===== src/rtl/vhpp_pkg.sv =====
package vhpp_pkg;

    // Width of the saturating error counter.
    localparam int ERR_BITS = 16;

    // Widths of the result fields.
    localparam int STATUS_W = 4;
    localparam int KBPS_W   = 23;

    // Result tdata: all result fields packed, padded to whole bytes.
    localparam int RES_BITS  = STATUS_W + 8 + 32 + 3 * KBPS_W + 4 + 4 + 16;
    localparam int M_TDATA_W = ((RES_BITS + 7) / 8) * 8;

    // Division by 1000 as a multiply by 2^38 / 1000, rounded up.
    // The rounding error times any 32-bit value stays below 2^38 / 1000, so the
    // truncated product is the exact floor quotient.
    localparam int          RECIP_SHIFT = 38;
    localparam logic [28:0] RECIP_MULT  = 29'd274877907;

    typedef enum logic [STATUS_W-1:0] {
        ST_IDENT_OK   = 4'd0,
        ST_COMMENT    = 4'd1,
        ST_SETUP      = 4'd2,
        ST_BAD_TYPE   = 4'd3,
        ST_REPEAT_ID  = 4'd4,
        ST_VERSION    = 4'd5,
        ST_ZERO_FIELD = 4'd6,
        ST_BLOCKSIZE  = 4'd7,
        ST_FRAMING    = 4'd8,
        ST_TRUNCATED  = 4'd9
    } t_status;

    // Packet type codes.
    localparam logic [7:0] PKT_IDENT   = 8'h01;
    localparam logic [7:0] PKT_COMMENT = 8'h03;
    localparam logic [7:0] PKT_SETUP   = 8'h05;

    // Block size exponent limits.
    localparam logic [3:0] BLK_EXP_MIN = 4'd6;
    localparam logic [3:0] BLK_EXP_MAX = 4'd13;

    // Request to the kbps converter: one raw bitrate and the slot it fills.
    typedef struct packed {
        logic        valid;
        logic [1:0]  slot;
        logic [31:0] raw;
    } t_kbps_req;

    // Converted bitrate written back to the slot.
    typedef struct packed {
        logic              valid;
        logic [1:0]        slot;
        logic [KBPS_W-1:0] kbps;
    } t_kbps_wr;

endpackage


===== src/rtl/vhpp_kbps_div.sv =====
module vhpp_kbps_div (
    input  logic                i_clk,
    input  logic                i_rst_n,
    input  vhpp_pkg::t_kbps_req i_req,
    output vhpp_pkg::t_kbps_wr  o_wr
);
    import vhpp_pkg::*;

    logic        r_p_valid;
    logic [1:0]  r_p_slot;
    logic        r_p_ones;
    logic [60:0] r_p_prod;

    // The product by the reciprocal is registered, and the quotient bits are
    // taken from it on the way out, in the cycle after the request.
    always_ff @(posedge i_clk) begin
        if (!i_rst_n) begin
            r_p_valid <= 1'b0;
        end else begin
            r_p_valid <= i_req.valid;
        end
        r_p_slot <= i_req.slot;
        r_p_ones <= (i_req.raw == 32'hFFFF_FFFF);
        r_p_prod <= 61'(i_req.raw) * 61'(RECIP_MULT);
    end

    always_comb begin
        o_wr.valid = r_p_valid;
        o_wr.slot  = r_p_slot;
        // An all-ones field means the bitrate is not given.
        o_wr.kbps  = r_p_ones ? '0 : r_p_prod[RECIP_SHIFT +: KBPS_W];
    end

endmodule


===== src/rtl/vorbis_header_packet_parser_core.sv =====
// Vorbis header packet parser.
//
// The slave channel carries header packet bytes, signature already removed,
// one byte per transfer in tdata. tuser flags the packet type byte that opens
// a packet and tlast flags the last byte of a packet. The master channel
// carries one result per finished or failed header: a status code, the
// identification header fields (valid for status 0, zero otherwise) and the
// saturating count of invalid packets seen so far.
//
// Every byte is handled in the cycle it is transferred, so the block takes
// one byte per clock. A result appears on the master channel the cycle after
// the byte that causes it. The only stall path is the result register: while
// it holds a result the receiver has not taken, tready on the slave side
// drops, and it rises again in the same cycle the receiver takes the result.
// The three bitrates are converted to kbps by a reciprocal multiplier with one
// register stage; each converted value passes that register and is then stored
// in its slot register, before the framing byte can arrive.
//
// A synchronous active-low reset clears the parser state, the error count
// and the result valid flag; no result is pending after reset.
module vorbis_header_packet_parser_core (
    input  logic                             i_clk,
    input  logic                             i_rst_n,
    input  logic                             i_s_axis_tvalid,
    output logic                             o_s_axis_tready,
    // Fields from bit 0: data_byte[7:0].
    input  logic [7:0]                       i_s_axis_tdata,
    // Fields from bit 0: packet_start.
    input  logic                             i_s_axis_tuser,
    input  logic                             i_s_axis_tlast,
    output logic                             o_m_axis_tvalid,
    input  logic                             i_m_axis_tready,
    // Fields from bit 0: status[3:0], channel_count[7:0], sample_rate[31:0],
    // bitrate_max_kbps[22:0], bitrate_nominal_kbps[22:0],
    // bitrate_min_kbps[22:0], short_block_exponent[3:0],
    // long_block_exponent[3:0], error_total[15:0], zero padding.
    output logic [vhpp_pkg::M_TDATA_W-1:0]   o_m_axis_tdata
);
    import vhpp_pkg::*;

    // Byte positions after the type byte where a field completes.
    localparam logic [4:0] POS_VERSION  = 5'd3;
    localparam logic [4:0] POS_CHANNELS = 5'd4;
    localparam logic [4:0] POS_RATE     = 5'd8;
    localparam logic [4:0] POS_BR_MAX   = 5'd12;
    localparam logic [4:0] POS_BR_NOM   = 5'd16;
    localparam logic [4:0] POS_BR_MIN   = 5'd20;
    localparam logic [4:0] POS_BLOCK    = 5'd21;
    localparam logic [4:0] POS_FRAMING  = 5'd22;

    localparam logic [ERR_BITS-1:0] ERR_TOP = '1;

    // Parser state.
    logic [4:0]          r_pos, n_pos;
    logic                r_parsing, n_parsing;
    logic                r_ident_seen, n_ident_seen;
    logic [31:0]         r_shift, n_shift;
    logic [7:0]          r_chan, n_chan;
    logic [31:0]         r_rate, n_rate;
    logic [7:0]          r_block, n_block;
    logic [ERR_BITS-1:0] r_err, n_err;
    logic [KBPS_W-1:0]   r_kbps [3];

    // Result register.
    logic                 r_m_valid;
    logic [M_TDATA_W-1:0] r_m_data;

    logic      s_fire;
    logic      emit;
    t_status   emit_code;
    t_kbps_req div_req;
    t_kbps_wr  div_wr;

    logic [31:0]        shift_new;
    logic [3:0]         blk_s, blk_l;
    logic [31:0]        err_ext;
    logic [15:0]        err_total;
    logic [RES_BITS-1:0] res_bits;

    assign o_s_axis_tready = !r_m_valid || i_m_axis_tready;
    assign s_fire          = i_s_axis_tvalid && o_s_axis_tready;

    assign shift_new = {i_s_axis_tdata, r_shift[31:8]};
    assign blk_s     = i_s_axis_tdata[3:0];
    assign blk_l     = i_s_axis_tdata[7:4];

    always_comb begin
        n_pos        = r_pos;
        n_parsing    = r_parsing;
        n_ident_seen = r_ident_seen;
        n_shift      = r_shift;
        n_chan       = r_chan;
        n_rate       = r_rate;
        n_block      = r_block;
        n_err        = r_err;
        emit         = 1'b0;
        emit_code    = ST_IDENT_OK;
        div_req      = '0;
        div_req.raw  = shift_new;
        div_req.slot = 2'(r_pos[4:2] - 3'd3);

        if (s_fire && i_s_axis_tuser) begin
            // A type byte always restarts the parse, dropping any open header.
            n_parsing = 1'b0;
            n_pos     = '0;
            n_shift   = '0;
            case (i_s_axis_tdata)
                PKT_IDENT: begin
                    if (r_ident_seen) begin
                        emit      = 1'b1;
                        emit_code = ST_REPEAT_ID;
                    end else if (i_s_axis_tlast) begin
                        emit      = 1'b1;
                        emit_code = ST_TRUNCATED;
                    end else begin
                        n_parsing = 1'b1;
                    end
                end
                PKT_COMMENT: begin
                    emit      = 1'b1;
                    emit_code = ST_COMMENT;
                end
                PKT_SETUP: begin
                    emit      = 1'b1;
                    emit_code = ST_SETUP;
                end
                default: begin
                    emit      = 1'b1;
                    emit_code = ST_BAD_TYPE;
                end
            endcase
        end else if (s_fire && r_parsing) begin
            n_shift = shift_new;
            case (r_pos)
                POS_VERSION: begin
                    if (shift_new != 32'd0) begin
                        emit      = 1'b1;
                        emit_code = ST_VERSION;
                    end
                end
                POS_CHANNELS: n_chan = i_s_axis_tdata;
                POS_RATE: begin
                    n_rate = shift_new;
                    if (r_chan == 8'd0 || shift_new == 32'd0) begin
                        emit      = 1'b1;
                        emit_code = ST_ZERO_FIELD;
                    end
                end
                POS_BR_MAX, POS_BR_NOM, POS_BR_MIN: div_req.valid = 1'b1;
                POS_BLOCK: begin
                    n_block = i_s_axis_tdata;
                    if (blk_s > blk_l || blk_s < BLK_EXP_MIN || blk_l < BLK_EXP_MIN
                        || blk_s > BLK_EXP_MAX || blk_l > BLK_EXP_MAX) begin
                        emit      = 1'b1;
                        emit_code = ST_BLOCKSIZE;
                    end
                end
                POS_FRAMING: begin
                    emit      = 1'b1;
                    n_parsing = 1'b0;
                    if (!i_s_axis_tdata[0]) begin
                        emit_code = ST_FRAMING;
                    end else begin
                        emit_code    = ST_IDENT_OK;
                        n_ident_seen = 1'b1;
                    end
                end
                default: ;
            endcase

            if (emit) begin
                n_parsing = 1'b0;
            end else begin
                n_pos = r_pos + 5'd1;
                if (i_s_axis_tlast) begin
                    n_parsing = 1'b0;
                    emit      = 1'b1;
                    emit_code = ST_TRUNCATED;
                end
            end
        end

        // Every failed check counts, a short packet and the reports do not.
        if (emit && emit_code != ST_IDENT_OK && emit_code != ST_COMMENT
            && emit_code != ST_SETUP && emit_code != ST_TRUNCATED && r_err != ERR_TOP) begin
            n_err = r_err + 1'b1;
        end
    end

    vhpp_kbps_div u_kbps_div (
        .i_clk   (i_clk),
        .i_rst_n (i_rst_n),
        .i_req   (div_req),
        .o_wr    (div_wr)
    );

    // The reported count is clipped to the 16-bit field.
    assign err_ext   = 32'(n_err);
    assign err_total = (err_ext > 32'h0000_FFFF) ? 16'hFFFF : err_ext[15:0];

    always_comb begin
        res_bits = '0;
        res_bits[STATUS_W-1:0] = emit_code;
        if (emit_code == ST_IDENT_OK) begin
            res_bits[RES_BITS-17:STATUS_W] = {r_block[7:4], r_block[3:0], r_kbps[2],
                                              r_kbps[1], r_kbps[0], r_rate, r_chan};
        end
        res_bits[RES_BITS-1 -: 16] = err_total;
    end

    always_ff @(posedge i_clk) begin
        if (!i_rst_n) begin
            r_pos        <= '0;
            r_parsing    <= 1'b0;
            r_ident_seen <= 1'b0;
            r_shift      <= '0;
            r_chan       <= '0;
            r_rate       <= '0;
            r_block      <= '0;
            r_err        <= '0;
            r_kbps[0]    <= '0;
            r_kbps[1]    <= '0;
            r_kbps[2]    <= '0;
            r_m_valid    <= 1'b0;
        end else begin
            r_pos        <= n_pos;
            r_parsing    <= n_parsing;
            r_ident_seen <= n_ident_seen;
            r_shift      <= n_shift;
            r_chan       <= n_chan;
            r_rate       <= n_rate;
            r_block      <= n_block;
            r_err        <= n_err;
            if (div_wr.valid) begin
                r_kbps[div_wr.slot] <= div_wr.kbps;
            end
            if (emit) begin
                r_m_valid <= 1'b1;
            end else if (i_m_axis_tready) begin
                r_m_valid <= 1'b0;
            end
        end
        if (emit) begin
            r_m_data <= M_TDATA_W'(res_bits);
        end
    end

    assign o_m_axis_tvalid = r_m_valid;
    assign o_m_axis_tdata  = r_m_data;

endmodule


===== config.mk =====
export PLATFORM = sky130hd
export DESIGN_NAME = vorbis_header_packet_parser_core
export DESIGN_NICKNAME = d
export VERILOG_FILES = /design/src/rtl/vhpp_pkg.sv /design/src/rtl/vhpp_kbps_div.sv /design/src/rtl/vorbis_header_packet_parser_core.sv
export SDC_FILE = /design/constraint.sdc
export NUM_CORES = 1
export LEC_CHECK = 0
export ABC_AREA = 1
export BUFFER_PORTS_ARGS = -buffer_cell sky130_fd_sc_hd__buf_2
export CAP_MARGIN = 5
export CORE_UTILIZATION = 58
export CTS_BUF_LIST = sky130_fd_sc_hd__clkbuf_4
export DETAILED_ROUTE_END_ITERATION = 12
export HOLD_SLACK_MARGIN = 0.08
export PLACE_DENSITY = 0.89
export SLEW_MARGIN = 25
export SYNTH_ARGS = -nofsm -noshare
export SYNTH_HDL_FRONTEND = slang
export SYNTH_SLANG_ARGS = --single-unit

===== constraint.sdc =====
create_clock -name i_clk -period 6.32 [get_ports i_clk]
set_input_delay 0.948 -clock i_clk [delete_from_list [all_inputs] [get_ports i_clk]]
set_output_delay 0.948 -clock i_clk [all_outputs]
set_load 0.005 [all_outputs]

==> impl_metrics.ini <==
[outcome]
status = complete, no violations

[floorplanning]
dieArea_um2 = 49100
coreArea_um2 = 47600
io_pins = 160
chipWidth_um = 222
row_count = 80
start_util_pct = 58.8
die_y_um = 222

[sta]
slew_viol_final = 0
whs_ns = 0.461
period_needed_ns = 6.31
fin_setup_tns_ns = 0
setup_viol_count_final = 0
fmax_mhz = 158
period_share_pct = 99.8
worst_pin_slew_ns = 0.838
hold_violations = 0
grt_setup_unrepaired = yes
clock_skew_ns = 0.0984
max-slew-margin-rel_pct = 44.2

[drt]
wl_met1_mm = 29.7
num_vias = 22503
ant_nets = 0
wl_per_cell_um = 21.2
drt_iter0_markers = 2202
drt_first_pass_iters = 8
met2_length_mm = 39.4
maxUsedRoutingLayer = met5
drc_errors = 0
wl_met3_mm = 9.32
routed_wl_mm = 84.4
avgViaCountPerCell = 5.65

[grt]
grt-ovfl-total = 0
grt_max_degree = 82
grt_antenna_before_repair = 4
grtUsageTotal_pct = 33.3
grt_pass1_vias = 23354
grt_pass1_wl_mm = 124

[power]
power_mw = 9.79
internal_power_mw = 5.77
power.leakage_nw = 17.0
swShare_pct = 41.1
clockPowerShare_pct = 19.5
powerDensity_nw_per_um2 = 296
ir_drop_mv = 0.308
p_switching_mw = 4.02
pwr-share-seq_pct = 25.3
combPwrFrac_pct = 55.1

[logic_synthesis]
async_flop_share_pct = 0
synth_cells = 2878
ys.flop_type = edfxtp_1
synth_warnings = 0
synth_area_per_cell_um2 = 9.73
yosys.area.top_type = edfxtp_1
synth_top_area_share_pct = 22.1
synth-seq-cells = 329
ys_top_cells_by_count = 743 x inv_1, 422 x ha_1, 325 x nor2_1
yosysSeqAreaShare_pct = 30.9
synth_edf_count = 206
synth.most_common_cell = inv_1
ys_top_cells_by_area = edfxtp_1 22%, fa_1 21%, ha_1 19%
ys_types = 53
synth_area_um2 = 28000

[setup_path]
path_class = flip-flop to flip-flop
rr_startpoint = r_shift[18]$_SDFFE_PP0P_
r2r_cells = 24
cp-endpoint = u_kbps_div.r_p_prod[54]$_DFF_P_
cp_max_fo = 6
crit_start = r_shift[18]$_SDFFE_PP0P_
r2r_slack_ns = 0.01
rr_endpoint = u_kbps_div.r_p_prod[54]$_DFF_P_
arrival_ns = 7.01
end_kind = flip-flop
cp_data_required_time_ns = 7.02
worstSetupStartpointType = flip-flop

[clock_network]
tritoncts = yes
cts_sinks = 329
insertion_delay_ns = 0.86
htree_levels = 3
cts.path.max_buffers = 3
cts-root-buf = clkbuf_4
cts-buffers-inserted = 79
clk_pin_slew_ns = 0.07
cts_hold_buffers = 0

[placement]
place.detailed.hpwl_mm = 64.0
place_congestion = 1.01
portBuffers = 152
place_area_um2 = 31100

[layout]
finalNetCount = 4036
utilization_pct = 69.4
fillers = 3076
drive_above_1_share_pct = 21.0
syn2layout_area_growth_pct = 18.2
fin_area_um2 = 33100

[hold_path]
hold_class = flip-flop to flip-flop

[flow_run]
drv_cap = 0
## stage by stage
step | worst slack (ns) | instances
finish | 0.0105 | 3984
global route | -0.143 | 3983
CTS | 0.00302 | 3971
detailed placement | -0.396 | 3823
global placement | -0.309 | 3823
floorplan | -0.000377 | 2884
## worst min path at each step
| stage | endpoint | depth (start not counted) | slack [ns] | start |
|---|---|---|---|---|
| 2_1_floorplan | r_block[0]$_SDFFE_PN0P_ | 2 | 0.43 | r_block[0]$_SDFFE_PN0P_ |
| 3_3_place_gp | r_block[2]$_SDFFE_PN0P_ | 2 | 0.44 | r_block[2]$_SDFFE_PN0P_ |
| 3_5_place_dp | r_block[1]$_SDFFE_PN0P_ | 2 | 0.45 | r_block[1]$_SDFFE_PN0P_ |
| 4_1_cts | r_block[1]$_SDFFE_PN0P_ | 2 | 0.46 | r_block[1]$_SDFFE_PN0P_ |
| 5_1_grt | r_block[0]$_SDFFE_PN0P_ | 2 | 0.49 | r_block[0]$_SDFFE_PN0P_ |
| 6_report | r_block[1]$_SDFFE_PN0P_ | 2 | 0.46 | r_block[1]$_SDFFE_PN0P_ |
## placed cells by master, fill, tap and decap left out, drive strengths merged, types with 25 or more instances in the layout
cell    instances
fa            298
a31oi          25
nand3          52
nand2         235
inv           754
a21oi         145
dfxtp         123
ha            422
nor2          328
a211oi         27
buf           391
o21ai         102
edfxtp        206
clkbuf        119
## final cells by class
| class | count | area, um2 | share of cell area, % |
|---|---|---|---|
| Sequential cell | 329 | 8690 | 26.3 |
| Timing Repair Buffer | 391 | 2650 | 8.02 |
| Tap cell | 615 | 769 | 2.33 |
| Inverter | 752 | 2830 | 8.55 |
| Antenna cell | 3 | 7.51 | 0.0227 |
| Clock buffer | 119 | 893 | 2.70 |
| Multi-Input combinational cell | 1749 | 17000 | 51.5 |
| Clock inverter | 26 | 205 | 0.620 |
## critical path: stages, from the launching register on
cell and delay, ns:
dfxtp_4 0.38, buf_4 0.15, ha_4 0.23, fa_2 0.37, fa_1 0.52, inv_1 0.06, fa_1 0.48, inv_1 0.10
fa_1 0.57, fa_1 0.45, fa_1 0.49, inv_1 0.07, fa_1 0.49, inv_1 0.07, ha_4 0.28, nand2_1 0.09
nor2_2 0.15, nand2_2 0.10, nor4_4 0.17, buf_4 0.16, nand2_1 0.04, o211ai_1 0.29, a21oi_2 0.11, o21ai_1 0.17
xor2_1 0.14
## state kept, by name (all words and copies together), names as in the netlist, 2 cells and up
signal and cells:
u_kbps_div.r_p_slot 2, o_m_axis_tdata 137, u_kbps_div.r_p_prod 23, r_block 8, r_pos 5, r_chan 8, r_shift 24, r_rate 32
r_err 16, r_kbps 69
## layer usage
metal | vias up | global-route usage (%)
li1 | 9932 | -
met1 | 10765 | 39.0
met2 | 1368 | 55.1
met3 | 436 | 9.13
met4 | 2 | 19.3
met5 | - | 0
## cell families after synthesis
group | after synthesis | share of synthesized area [%]
buffers and inverters | 806 | 11.0
and+or+nand+nor | 661 | 10.2
xor gates and xnor gates | 34 | 1.06
AOI/OAI and AO/OA | 327 | 6.61
other | 1 | 0.0134
DFF | 329 | 30.9
adders and majority gates | 720 | 40.2
## power by group through the flow
stage	clock network, mW	logic (mW)	registers [mW]
3_3_place_gp	0	4.80	2.52
3_5_place_dp	0	4.94	2.53
4_1_cts	1.91	5.03	2.48
5_1_grt	2.03	5.92	2.49
6_report	1.91	5.40	2.48
2_1_floorplan	0	2.78	2.52
## timing repair
item,4_1_cts,5_1_grt
pin swaps,18,36
endpoints found under the setup margin,20,23
buffers inserted,3,10
resized for setup,36,110
Note: power is estimated with default switching activity, not from simulation.
